### src/hdl/ale_pkg.sv
// shared types and constants of the array list engine
// no dependencies; used by the interfaces, the core and the top level
package ale_pkg;

  localparam int unsigned CAPACITY = 16;
  localparam int unsigned IDX_W    = (CAPACITY > 1) ? $clog2(CAPACITY) : 1;
  localparam int unsigned CNT_W    = $clog2(CAPACITY + 1);

  localparam int unsigned CMD_W    = 2;
  localparam int unsigned VALUE_W  = 32;
  localparam int unsigned POS_W    = 4;
  localparam int unsigned STATUS_W = 2;
  localparam int unsigned FIDX_W   = 4;
  localparam int unsigned COUNT_W  = 5;
  localparam int unsigned CMP_W    = (CNT_W > POS_W) ? CNT_W : POS_W;

  typedef enum logic [CMD_W-1:0] {
    CMD_APPEND = 2'd0,
    CMD_DELETE = 2'd1,
    CMD_SEARCH = 2'd2,
    CMD_INSERT = 2'd3
  } cmd_e;

  typedef enum logic [STATUS_W-1:0] {
    ST_OK        = 2'd0,
    ST_FULL      = 2'd1,
    ST_NOT_FOUND = 2'd2,
    ST_BAD_POS   = 2'd3
  } status_e;

  typedef struct packed {
    status_e             status;
    logic [FIDX_W-1:0]   found_index;
    logic [COUNT_W-1:0]  count;
  } res_t;

endpackage

### src/hdl/ale_if.sv
// valid/ready channels of the array list engine: command in, result out
// depends on ale_pkg
interface ale_in_if
  import ale_pkg::*;
();
  logic                      valid;
  logic                      ready;
  logic [CMD_W-1:0]          cmd;
  logic signed [VALUE_W-1:0] value;
  logic [POS_W-1:0]          position;

  modport source (output valid, cmd, value, position, input ready);
  modport sink (input valid, cmd, value, position, output ready);
endinterface

interface ale_out_if
  import ale_pkg::*;
();
  logic                   valid;
  logic                   ready;
  logic [STATUS_W-1:0]    status;
  logic [FIDX_W-1:0]      found_index;
  logic [COUNT_W-1:0]     count;

  modport source (output valid, status, found_index, count, input ready);
  modport sink (input valid, status, found_index, count, output ready);
endinterface

### src/hdl/ale_core.sv
// list storage, shared pointer/compare unit and the sequencer that walks it
// depends on ale_pkg
module ale_core
  import ale_pkg::*;
(
  input  logic                      clk_i,
  input  logic                      rst_ni,
  input  logic                      in_valid_i,
  output logic                      in_ready_o,
  input  logic [CMD_W-1:0]          cmd_i,
  input  logic signed [VALUE_W-1:0] value_i,
  input  logic [POS_W-1:0]          position_i,
  output logic                      res_valid_o,
  input  logic                      res_ready_i,
  output res_t                      res_o
);

  typedef enum logic [2:0] {
    S_IDLE,
    S_SCAN_RD,
    S_SCAN_CMP,
    S_SHD_RD,
    S_SHD_WR,
    S_SHU_RD,
    S_SHU_WR,
    S_INS_WR
  } state_e;

  typedef enum logic {
    R_BUSY,
    R_DONE
  } phase_e;

  state_e                    state_q, state_d;
  phase_e                    phase_q, phase_d;
  cmd_e                      cmd_q, cmd_d;
  logic signed [VALUE_W-1:0] value_q, value_d;
  logic [IDX_W-1:0]          pos_q, pos_d;
  logic [IDX_W-1:0]          ptr_q, ptr_d;
  logic [IDX_W-1:0]          idx_q, idx_d;
  logic [CNT_W-1:0]          cnt_q, cnt_d;
  status_e                   status_q, status_d;

  logic [VALUE_W-1:0]        mem_q [CAPACITY];
  logic [VALUE_W-1:0]        rdata_q;
  logic                      mem_we, mem_re;
  logic [IDX_W-1:0]          mem_waddr, mem_raddr;
  logic [VALUE_W-1:0]        mem_wdata;

  logic [CNT_W-1:0]          ptr_inc, cnt_dec;
  logic [IDX_W-1:0]          ptr_dec;
  logic                      full;

  // shared pointer arithmetic
  assign ptr_inc = CNT_W'(ptr_q) + CNT_W'(1);
  assign ptr_dec = ptr_q - IDX_W'(1);
  assign cnt_dec = cnt_q - CNT_W'(1);
  assign full    = (cnt_q == CNT_W'(CAPACITY));

  always_comb begin
    state_d   = state_q;
    phase_d   = phase_q;
    cmd_d     = cmd_q;
    value_d   = value_q;
    pos_d     = pos_q;
    ptr_d     = ptr_q;
    idx_d     = idx_q;
    cnt_d     = cnt_q;
    status_d  = status_q;
    mem_we    = 1'b0;
    mem_re    = 1'b0;
    mem_waddr = ptr_q;
    mem_raddr = ptr_q;
    mem_wdata = rdata_q;
    in_ready_o = 1'b0;

    if (phase_q == R_DONE) begin
      if (res_ready_i) begin
        phase_d = R_BUSY;
        state_d = S_IDLE;
      end
    end else begin
      unique case (state_q)
        S_IDLE: begin
          in_ready_o = 1'b1;
          if (in_valid_i) begin
            cmd_d    = cmd_e'(cmd_i);
            value_d  = value_i;
            idx_d    = '0;
            ptr_d    = '0;
            status_d = ST_OK;
            unique case (cmd_e'(cmd_i))
              CMD_APPEND: begin
                pos_d = IDX_W'(cnt_q);
                if (full) begin
                  status_d = ST_FULL;
                  phase_d  = R_DONE;
                end else begin
                  state_d = S_INS_WR;
                end
              end
              CMD_DELETE, CMD_SEARCH: begin
                if (cnt_q == '0) begin
                  status_d = ST_NOT_FOUND;
                  phase_d  = R_DONE;
                end else begin
                  state_d = S_SCAN_RD;
                end
              end
              CMD_INSERT: begin
                pos_d = IDX_W'(position_i);
                ptr_d = IDX_W'(cnt_q);
                if (full) begin
                  status_d = ST_FULL;
                  phase_d  = R_DONE;
                end else if (CMP_W'(position_i) > CMP_W'(cnt_q)) begin
                  status_d = ST_BAD_POS;
                  phase_d  = R_DONE;
                end else if (CMP_W'(position_i) == CMP_W'(cnt_q)) begin
                  state_d = S_INS_WR;
                end else begin
                  state_d = S_SHU_RD;
                end
              end
              default: ;
            endcase
          end
        end
        S_SCAN_RD: begin
          mem_re    = 1'b1;
          mem_raddr = ptr_q;
          state_d   = S_SCAN_CMP;
        end
        S_SCAN_CMP: begin
          if (rdata_q == value_q) begin
            idx_d = ptr_q;
            if (cmd_q == CMD_DELETE) begin
              if (ptr_inc < cnt_q) begin
                state_d = S_SHD_RD;
              end else begin
                cnt_d   = cnt_dec;
                phase_d = R_DONE;
              end
            end else begin
              phase_d = R_DONE;
            end
          end else if (ptr_inc >= cnt_q) begin
            status_d = ST_NOT_FOUND;
            phase_d  = R_DONE;
          end else begin
            ptr_d   = IDX_W'(ptr_inc);
            state_d = S_SCAN_RD;
          end
        end
        // delete: pull later entries down one word at a time, a read state then a write state
        S_SHD_RD: begin
          mem_re    = 1'b1;
          mem_raddr = IDX_W'(ptr_inc);
          state_d   = S_SHD_WR;
        end
        S_SHD_WR: begin
          mem_we    = 1'b1;
          mem_waddr = ptr_q;
          ptr_d     = IDX_W'(ptr_inc);
          if (ptr_inc < cnt_dec) begin
            state_d = S_SHD_RD;
          end else begin
            cnt_d   = cnt_dec;
            phase_d = R_DONE;
          end
        end
        // insert: push entries from the end up to the gap
        S_SHU_RD: begin
          mem_re    = 1'b1;
          mem_raddr = ptr_dec;
          state_d   = S_SHU_WR;
        end
        S_SHU_WR: begin
          mem_we    = 1'b1;
          mem_waddr = ptr_q;
          ptr_d     = ptr_dec;
          state_d   = (ptr_dec == pos_q) ? S_INS_WR : S_SHU_RD;
        end
        S_INS_WR: begin
          mem_we    = 1'b1;
          mem_waddr = pos_q;
          mem_wdata = value_q;
          cnt_d     = cnt_q + CNT_W'(1);
          phase_d   = R_DONE;
        end
        default: state_d = S_IDLE;
      endcase
    end
  end

  always_ff @(posedge clk_i or negedge rst_ni) begin
    if (!rst_ni) begin
      state_q  <= S_IDLE;
      phase_q  <= R_BUSY;
      cnt_q    <= '0;
      cmd_q    <= CMD_APPEND;
      status_q <= ST_OK;
      value_q  <= '0;
      pos_q    <= '0;
      ptr_q    <= '0;
      idx_q    <= '0;
    end else begin
      state_q  <= state_d;
      phase_q  <= phase_d;
      cnt_q    <= cnt_d;
      cmd_q    <= cmd_d;
      status_q <= status_d;
      value_q  <= value_d;
      pos_q    <= pos_d;
      ptr_q    <= ptr_d;
      idx_q    <= idx_d;
    end
  end

  always_ff @(posedge clk_i) begin
    if (mem_we) begin
      mem_q[mem_waddr] <= mem_wdata;
    end
    if (mem_re) begin
      rdata_q <= mem_q[mem_raddr];
    end
  end

  assign res_valid_o       = (phase_q == R_DONE);
  assign res_o.status      = status_q;
  assign res_o.found_index = FIDX_W'(idx_q);
  assign res_o.count       = COUNT_W'(cnt_q);

endmodule

### src/hdl/array_list_engine_unit.sv
// array list engine top level: sequencer core plus output word register
// append writes the new entry; search and delete scan the list entry by entry;
// delete and insert then shift each later entry with one read and one write
// one command at a time, set by the word-by-word walk of the list memory
// reset: the count clears to zero; list contents are undefined until written
module array_list_engine_unit
  import ale_pkg::*;
(
  input  logic     clk_i,
  input  logic     rst_ni,
  ale_in_if.sink   in_i,
  ale_out_if.source out_o
);

  logic res_valid;
  logic res_ready;
  res_t res;
  logic out_valid_q;
  res_t out_res_q;

  ale_core u_core (
    .clk_i       (clk_i),
    .rst_ni      (rst_ni),
    .in_valid_i  (in_i.valid),
    .in_ready_o  (in_i.ready),
    .cmd_i       (in_i.cmd),
    .value_i     (in_i.value),
    .position_i  (in_i.position),
    .res_valid_o (res_valid),
    .res_ready_i (res_ready),
    .res_o       (res)
  );

  // output word register frees the core while a result waits
  assign res_ready = !out_valid_q || out_o.ready;

  always_ff @(posedge clk_i or negedge rst_ni) begin
    if (!rst_ni) begin
      out_valid_q <= 1'b0;
    end else if (res_ready) begin
      out_valid_q <= res_valid;
    end
  end

  always_ff @(posedge clk_i) begin
    if (res_ready && res_valid) begin
      out_res_q <= res;
    end
  end

  assign out_o.valid       = out_valid_q;
  assign out_o.status      = out_res_q.status;
  assign out_o.found_index = out_res_q.found_index;
  assign out_o.count       = out_res_q.count;

endmodule

### src/flat_wrapper.sv
// flat-port wrapper written by rule: the top's interface ports become plain ports
module array_list_engine_unit_flat import ale_pkg::*;
  (clk_i, rst_ni, in_i_valid, in_i_cmd, in_i_value, in_i_position, in_i_ready, out_o_valid, out_o_status, out_o_found_index, out_o_count, out_o_ready);
  ale_in_if in_i_i ();
  ale_out_if out_o_i ();
  input  logic clk_i;
  input  logic rst_ni;
  input wire logic [$bits(in_i_i.valid)-1:0] in_i_valid;
  input wire logic [$bits(in_i_i.cmd)-1:0] in_i_cmd;
  input wire logic [$bits(in_i_i.value)-1:0] in_i_value;
  input wire logic [$bits(in_i_i.position)-1:0] in_i_position;
  output wire logic [$bits(in_i_i.ready)-1:0] in_i_ready;
  output wire logic [$bits(out_o_i.valid)-1:0] out_o_valid;
  output wire logic [$bits(out_o_i.status)-1:0] out_o_status;
  output wire logic [$bits(out_o_i.found_index)-1:0] out_o_found_index;
  output wire logic [$bits(out_o_i.count)-1:0] out_o_count;
  input wire logic [$bits(out_o_i.ready)-1:0] out_o_ready;
  assign in_i_i.valid = in_i_valid;
  assign in_i_i.cmd = in_i_cmd;
  assign in_i_i.value = in_i_value;
  assign in_i_i.position = in_i_position;
  assign in_i_ready = in_i_i.ready;
  assign out_o_valid = out_o_i.valid;
  assign out_o_status = out_o_i.status;
  assign out_o_found_index = out_o_i.found_index;
  assign out_o_count = out_o_i.count;
  assign out_o_i.ready = out_o_ready;
  array_list_engine_unit u_core (.clk_i(clk_i), .rst_ni(rst_ni), .in_i(in_i_i), .out_o(out_o_i));
endmodule
### config.mk
export PLATFORM = sky130hd
export DESIGN_NAME = array_list_engine_unit_flat
export DESIGN_NICKNAME = d
export VERILOG_FILES = /design/src/hdl/ale_pkg.sv /design/src/hdl/ale_if.sv /design/src/hdl/ale_core.sv /design/src/hdl/array_list_engine_unit.sv /design/src/flat_wrapper.sv
export SDC_FILE = /design/constraint.sdc
export NUM_CORES = 1
export LEC_CHECK = 0
export BUFFER_PORTS_ARGS = -buffer_cell sky130_fd_sc_hd__buf_2
export CORE_MARGIN = 4
export CORE_UTILIZATION = 30
export CTS_BUF_LIST = sky130_fd_sc_hd__clkbuf_8
export DETAILED_ROUTE_END_ITERATION = 12
export PLACE_DENSITY_LB_ADDON = 0.1
export SYNTH_ARGS = -nofsm -noshare
export SYNTH_HDL_FRONTEND = slang
export SYNTH_HIERARCHICAL = 1
export SYNTH_SLANG_ARGS = --single-unit
export TNS_END_PERCENT = 100
### constraint.sdc
create_clock -name clk_i -period 4.4 [get_ports clk_i]
set_clock_uncertainty 0.2 [all_clocks]
set_input_delay 0.44 -clock clk_i [delete_from_list [all_inputs] [get_ports clk_i]]
set_output_delay 0.44 -clock clk_i [all_outputs]
set_load 0.02 [all_outputs]
## After elaboration in Yosys (flattened, before gate mapping)

Memories as Yosys holds them, arrays and structs flattened. A register that Yosys moved wholly into a read port is not among the register bits.
Index checks and enable logic that the tools add are counted.

- Add/sub/neg operators: 4
- Magnitude comparators: 4
- Equal/unequal tests: 33
- Multiplexer cells: 67
- Bitwise gates (word level): 1
- Reductions and logical operators: 21

Operators by type and width:

| cell | count |
|---|---|
| $mux W32 | 2 |
| $mux W3 | 12 |
| $mux W4 | 9 |
| $eq A32 B32 Y1 | 1 |
| $ne A4 B4 Y1 const B | 7 |
| $pmux W4 S2 | 3 |
| $mux W1 | 21 |
| $pmux W3 S7 | 1 |
| $mux W5 | 4 |
| $mux W2 | 8 |
| $ne A2 B2 Y1 const B | 8 |
| $pmux W4 S4 | 1 |
| $pmux W5 S3 | 1 |
| $eq A3 B3 Y1 const B | 4 |
| $reduce_and A11 Y1 | 1 |
| $lt A5 B5 Y1 | 2 |
| $reduce_and A5 Y1 | 2 |
| $pmux W3 S3 | 1 |
| $reduce_and A4 Y1 | 2 |
| $reduce_bool A8 Y1 | 1 |
| $eq A3 B2 Y1 const B | 2 |
| $ne A3 B3 Y1 const B | 2 |
| $pmux W2 S3 | 1 |
| $reduce_and A6 Y1 | 1 |
| 29 further kinds | 33 |

- Register bits: 69
- RAM bits: 512
- Bits of input ports: 42
- Output and inout port bits: 13
- Logic and storage cells: 144
- Memories kept: 1

Memory list:

| name | words | bits a word | rd ports | clocked after memory_dff | wr ports | RTL line | source |
|---|---|---|---|---|---|---|---|
| u_core.u_core.mem_q | 16 | 32 | 1 | 1 | 1 | ale_core.sv:44 | `logic [VALUE_W-1:0] mem_q [CAPACITY];` |

## Depth between registers and ports, before layout

- Depth in word-level cells: 8
- Gate-level depth with buffers: 11

## Hierarchy

Netlist, hierarchy kept.

By module, submodules not included:

| module | times used | cells an instance | area each (um2) | sequential area each (um2) |
|---|---|---|---|---|
| ale_core | 1 | 1283 | 24415.9 | 17762.0 |
| array_list_engine_unit | 1 | 15 | 384.1 | 355.3 |

## Least setup slack after synthesis

Ideal clock, no wire load.

- Path kind: register -> register
- Start point: register u_core.u_core.state_q[2]
- End point: memory u_core.u_core.mem_q[0][0] (enable)
- Setup time: 0.421 ns
- Arrival time: 3.000 ns
- Required time: 3.779 ns
- Slack: 0.779 ns
- Cell stages (with the launch flop): 9
- Path buffers: 4
- Period minus slack after synthesis: 3.621 ns
- Cells stage by stage: dfrtp_1 -> buf_4 -> and3_1 -> clkbuf_1 -> nand2b_1 -> clkbuf_1 -> clkbuf_1 -> a31oi_1 -> nor2_1

- Longest elaborated chain between the ends: 6

Ends and longest elaborated chain:

| element | RTL line | source |
|---|---|---|
| start, declared | ale_core.sv:34 | `state_e state_q, state_d;` |
| start signal, assigned | ale_core.sv:208 | `state_q <= state_d;` |
| $eq A3 B3 Y1 | ale_core.sv:83 | `unique case (state_q)` |
| $reduce_or A3 Y1 (no source line) | n/a |  |
| $mux W1 | ale_core.sv:83 |  |
| $mux W1 | ale_core.sv:77 | `if (phase_q == R_DONE) begin` |
| $mux W1 | ale_core.sv:221 | `if (mem_we) begin` |
| $mux W1 (implied by the code) | ale_core.sv:222 | `mem_q[mem_waddr] <= mem_wdata;` |
| end, declared | ale_core.sv:44 |  |

Several ways; a longest one is shown, not always the timed one.

## Worst setup path after layout

- Start point: register u_core.u_core.ptr_q[0]
- End point: register u_core.u_core.rdata_q[13], read port of u_core.u_core.mem_q (data pin)

- Longest elaborated chain between the ends: 3

Ends and longest elaborated chain:

| element | RTL line | source |
|---|---|---|
| start, declared | ale_core.sv:39 | `logic [IDX_W-1:0] ptr_q, ptr_d;` |
| start signal, assigned | ale_core.sv:215 | `ptr_q <= ptr_d;` |
| $sub A4 B1 Y4 or $add A4 B1 Y5 (tied branches) | ale_core.sv:56, ale_core.sv:55 |  |
| $pmux W4 S2 | ale_core.sv:83 |  |
| $mux W4 (*) | ale_core.sv:77 |  |
| end, declared | ale_core.sv:45 | `logic [VALUE_W-1:0] rdata_q;` |

Every way passes the cells marked *; elsewhere a longest branch is shown, timed or not.
A chain may end at the register's enable or synchronous reset.

==> results_dict.tcl <==
set metrics [dict create \
    power_density_mw_per_mm2 748 \
    cts_made_buffers 108 \
    setup_tns_ns 0 \
    max_freq_ghz 0.270 \
    antenna_found_initial 2 \
    cts_setup_buffers 0 \
    vias 13100 \
    end_kind "flip-flop" \
    synthMuxAreaShare_pct 15.3 \
    area_delta_synth_final_pct 18.7 \
    ys_seq_elements 613 \
    netlist_area_mm2 0.0248 \
    htree_levels 3 \
    gp_congestion 0.762 \
    post_synth.cell_area_avg_um2 19.1 \
    die_y_um 296 \
    totalWireLength_um 69800 \
    synth-xor-area-share_pct 1.80 \
    grt_max_degree 59 \
    cp.required_ns 4.66 \
    drt-wirelength-per-cell_um 26.2 \
    initial_utilization_pct 30.3 \
    synthSimpleGateAreaFrac_pct 3.41 \
    ys.warnings.count 6 \
    cts_sinks 613 \
    drtIter0Drc 764 \
    grt_pass1_wl_um 100000 \
    clk_latency_ns 0.73 \
    yosysUniqueCellTypes 54 \
    ant_nets 0 \
    worstMarginPinSlew_ns 0.996 \
    final-setup-viol-count 0 \
    fin_ws_ns 0.692 \
    synth_top_family_by_area "multiplexers" \
    synth-seq-area-share_pct 73.1 \
    via_per_inst 4.93 \
    path_max_fanout 17 \
    hold_violations 0 \
    cts_tree "done" \
    drive_gt1_share_pct 29.9 \
    grt_pass1_vias 13900 \
    ir_drop_uv 416 \
    dpl_cell_area_mm2 0.0271 \
    synth_compound_area_share_pct 3.85 \
    synth_edf_count 555 \
    core_mm2 0.0820 \
    fin_util_pct 35.9 \
    multi_input_area_mm2 0.00648 \
    synthFlopType "edfxtp_1" \
    first_pass_iters 5 \
    nNetsFinal 1562 \
    synth_nets 1361 \
    startpoint_type "flip-flop" \
    status "complete, no violations" \
    rsz0062_at_grt "no" \
    place_ws_ns 0.664 \
    layout_min_cycle_time_ns 3.71 \
    hold_class "input pin to asynchronous set/reset pin" \
    syn_inst 1298 \
    cp.arrival_ns 3.96 \
    clock_path_buffers 3 \
    drv_slew 0 \
    gr-total-overflow 0 \
    slew_headroom_pct 33.6 \
    dieArea_mm2 0.0873 \
    dp_hpwl_um 40200 \
    clk_pin_slew_worst_paths_ns 0.06 \
    fp.dieW_um 296 \
    pin_count 55 \
    worstSetupPathType "flip-flop to flip-flop" \
    cts-root-buf "clkbuf_8" \
    drc 0 \
    power.leakage_nw 9.99 \
    regArea_mm2 0.0181 \
    row_count 105 \
    fill_cells 7721 \
    drv_cap 0 \
    async_flop_share_pct 9.46 \
    portBuffers 54 \
    synthAdderAreaFrac_pct 1.06 \
    finalCritPeriodShare_pct 84.3 \
    grt_usage_pct 16.1 \
    final_area_mm2 0.0294 \
]
[where the power goes]
part / internal [mW] / switching, mW
Clock: 2.38 / 2.37
Sequential: 8.18 / 0.563
Combinational: 3.52 / 5.01
Total: 14.1 / 7.94
[routing by layer]
| metal | GRT usage, % | vias to the layer above | wire, um |
|---|---|---|---|
| met1 | 22.7 | 6967 | 32200 |
| li1 | - | 5684 | - |
| met2 | 25.8 | 345 | 32800 |
| met4 | 4.59 | 2 | 1630 |
| met3 | 3.01 | 115 | 3160 |
| met5 | 0 | - | 13 |
[layout make-up]
cell class | instances | area share (%)
Tap cell | 1070 | 4.55
Inverter | 14 | 0.178
Multi-Input combinational cell | 603 | 22.0
Timing Repair Buffer | 159 | 5.14
Sequential cell | 613 | 61.5
Clock inverter | 88 | 1.47
Clock buffer | 109 | 5.09
Antenna cell | 2 | 0.0170
[placed cells by master, fill, tap and decap left out, types with 3 or more instances in the layout]
master         Yosys  layout
nand3_1           11      11
nand2b_1           5       4
a21oi_1           21      21
buf_4             16      37
xor2_1             5       5
clkinv_2           0      12
mux2_2            71      71
a21o_1             3       3
nor3_1            11      11
nor2_4             0      21
mux4_2           128     128
nand4_1           11      11
inv_1             14      58
buf_12             0      28
nor4_1             4       4
xnor2_1           46      45
dlygate4sd3_1      0      41
mux2i_1           11      11
o211ai_1           4       4
clkinv_1           0      25
a31oi_1            7       7
edfxtp_1         555     555
nand2_1           67      66
nor2_1            54      33
o21ai_0           16      16
a22oi_1           66      66
o21a_1             5       5
clkbuf_8           0     109
and3_1             3       3
dfrtp_1           58      58
buf_2             11      53
ha_1              21      21
[what timing repair did]
item	4_1_cts	5_1_grt
gates resized for setup	0	0
hold endpoints to repair	99	0
hold buffers	41	0
[logic make-up (layout without fill, tap and decap cells)]
group / Yosys count / in the layout
buf+inv: 82 / 370
fa+ha+maj: 21 / 21
other cells: 0 / 2
compound gates: 139 / 139
flops: 613 / 613
simple gates: 182 / 182
xor+xnor: 51 / 51
mux: 210 / 210
[critical path, stage by stage (launching register included)]
cell and delay (ns):
dfrtp_1 0.54, inv_1 0.21, ha_1 0.46, o311a_1 0.41, o22ai_4 0.21, buf_12 0.25, buf_4 0.32, mux4_2 0.54
a22oi_1 0.21, nand2_1 0.06
[final timing paths]
| kind | startpoint | end | slack, ns | cells past startpoint |
|---|---|---|---|---|
| worst min register to register | u_core/u_core/idx_q[2]$_DFFE_PN0P_ | u_core/out_o.found_index[2]$_DFFE_PP_ | 0.25 | 0 |
| worst min-delay path | rst_ni | u_core/u_core/cmd_q[1]$_DFFE_PN0P_ | 0.25 | 2 |
| worst max-delay path | u_core/u_core/ptr_q[0]$_DFFE_PN0P_ | u_core/u_core/rdata_q[13]$_DFFE_PP_ | 0.69 | 9 |
| min in group clk_i | u_core/u_core/idx_q[2]$_DFFE_PN0P_ | u_core/out_o.found_index[2]$_DFFE_PP_ | 0.25 | 0 |
| worst max register to register | u_core/u_core/ptr_q[0]$_DFFE_PN0P_ | u_core/u_core/rdata_q[13]$_DFFE_PP_ | 0.69 | 9 |
| max in group asynchronous | rst_ni | u_core/u_core/value_q[1]$_DFFE_PN0P_ | 3.09 | 2 |
[registers in the layout, summed over array words and instances (netlist names), 3 cells and up]
name	count
u_core/out_o.count	5
u_core/out_o.found_index	4
u_core/u_core/cnt_q	5
u_core/u_core/idx_q	4
u_core/u_core/mem_q	512
u_core/u_core/pos_q	4
u_core/u_core/ptr_q	4
u_core/u_core/rdata_q	32
u_core/u_core/state_q	3
u_core/u_core/value_q	32
[metrics by stage]
step / hold WS (ns) / cells / total power [mW]
3_5_place_dp: 0.246 / 2418 / 17.6
3_3_place_gp: 0.238 / 2418 / 17.5
4_1_cts: 0.200 / 2656 / 22.5
5_1_grt: 0.229 / 2657 / 23.3
2_1_floorplan: -0.0556 / 1298 / 14.3
6_report: 0.251 / 2658 / 22.0
[cells in the mapped netlist, drive strengths merged, types with 2 or more instances]
| cell | instances | area [um^2] |
|---|---|---|
| mux2i | 11 | 110 |
| dfrtp | 58 | 1450 |
| nand2 | 67 | 251 |
| xnor2 | 46 | 403 |
| o211ai | 4 | 30.0 |
| nor3 | 11 | 55.1 |
| edfxtp | 555 | 16700 |
| o21ai | 16 | 80.1 |
| nand4 | 11 | 68.8 |
| ha | 21 | 263 |
| o21a | 5 | 37.5 |
| o22a | 2 | 17.5 |
| nor4 | 4 | 25.0 |
| o31ai | 2 | 15.0 |
| a21oi | 21 | 105 |
| o22ai | 3 | 18.8 |
| a22oi | 66 | 495 |
| mux4 | 128 | 2880 |
| a31oi | 7 | 43.8 |
| nand3 | 11 | 55.1 |
| and2 | 3 | 21.3 |
| nor2 | 54 | 203 |
| nand2b | 6 | 45.0 |
| clkbuf | 33 | 124 |
| a21o | 3 | 22.5 |
| buf | 35 | 205 |
| mux2 | 71 | 800 |
| nor2b | 3 | 26.3 |
| inv | 14 | 52.6 |
| nor3b | 2 | 15.0 |
| xor2 | 5 | 43.8 |
| and3 | 3 | 18.8 |
Note: power is estimated with default switching activity, not from simulation.
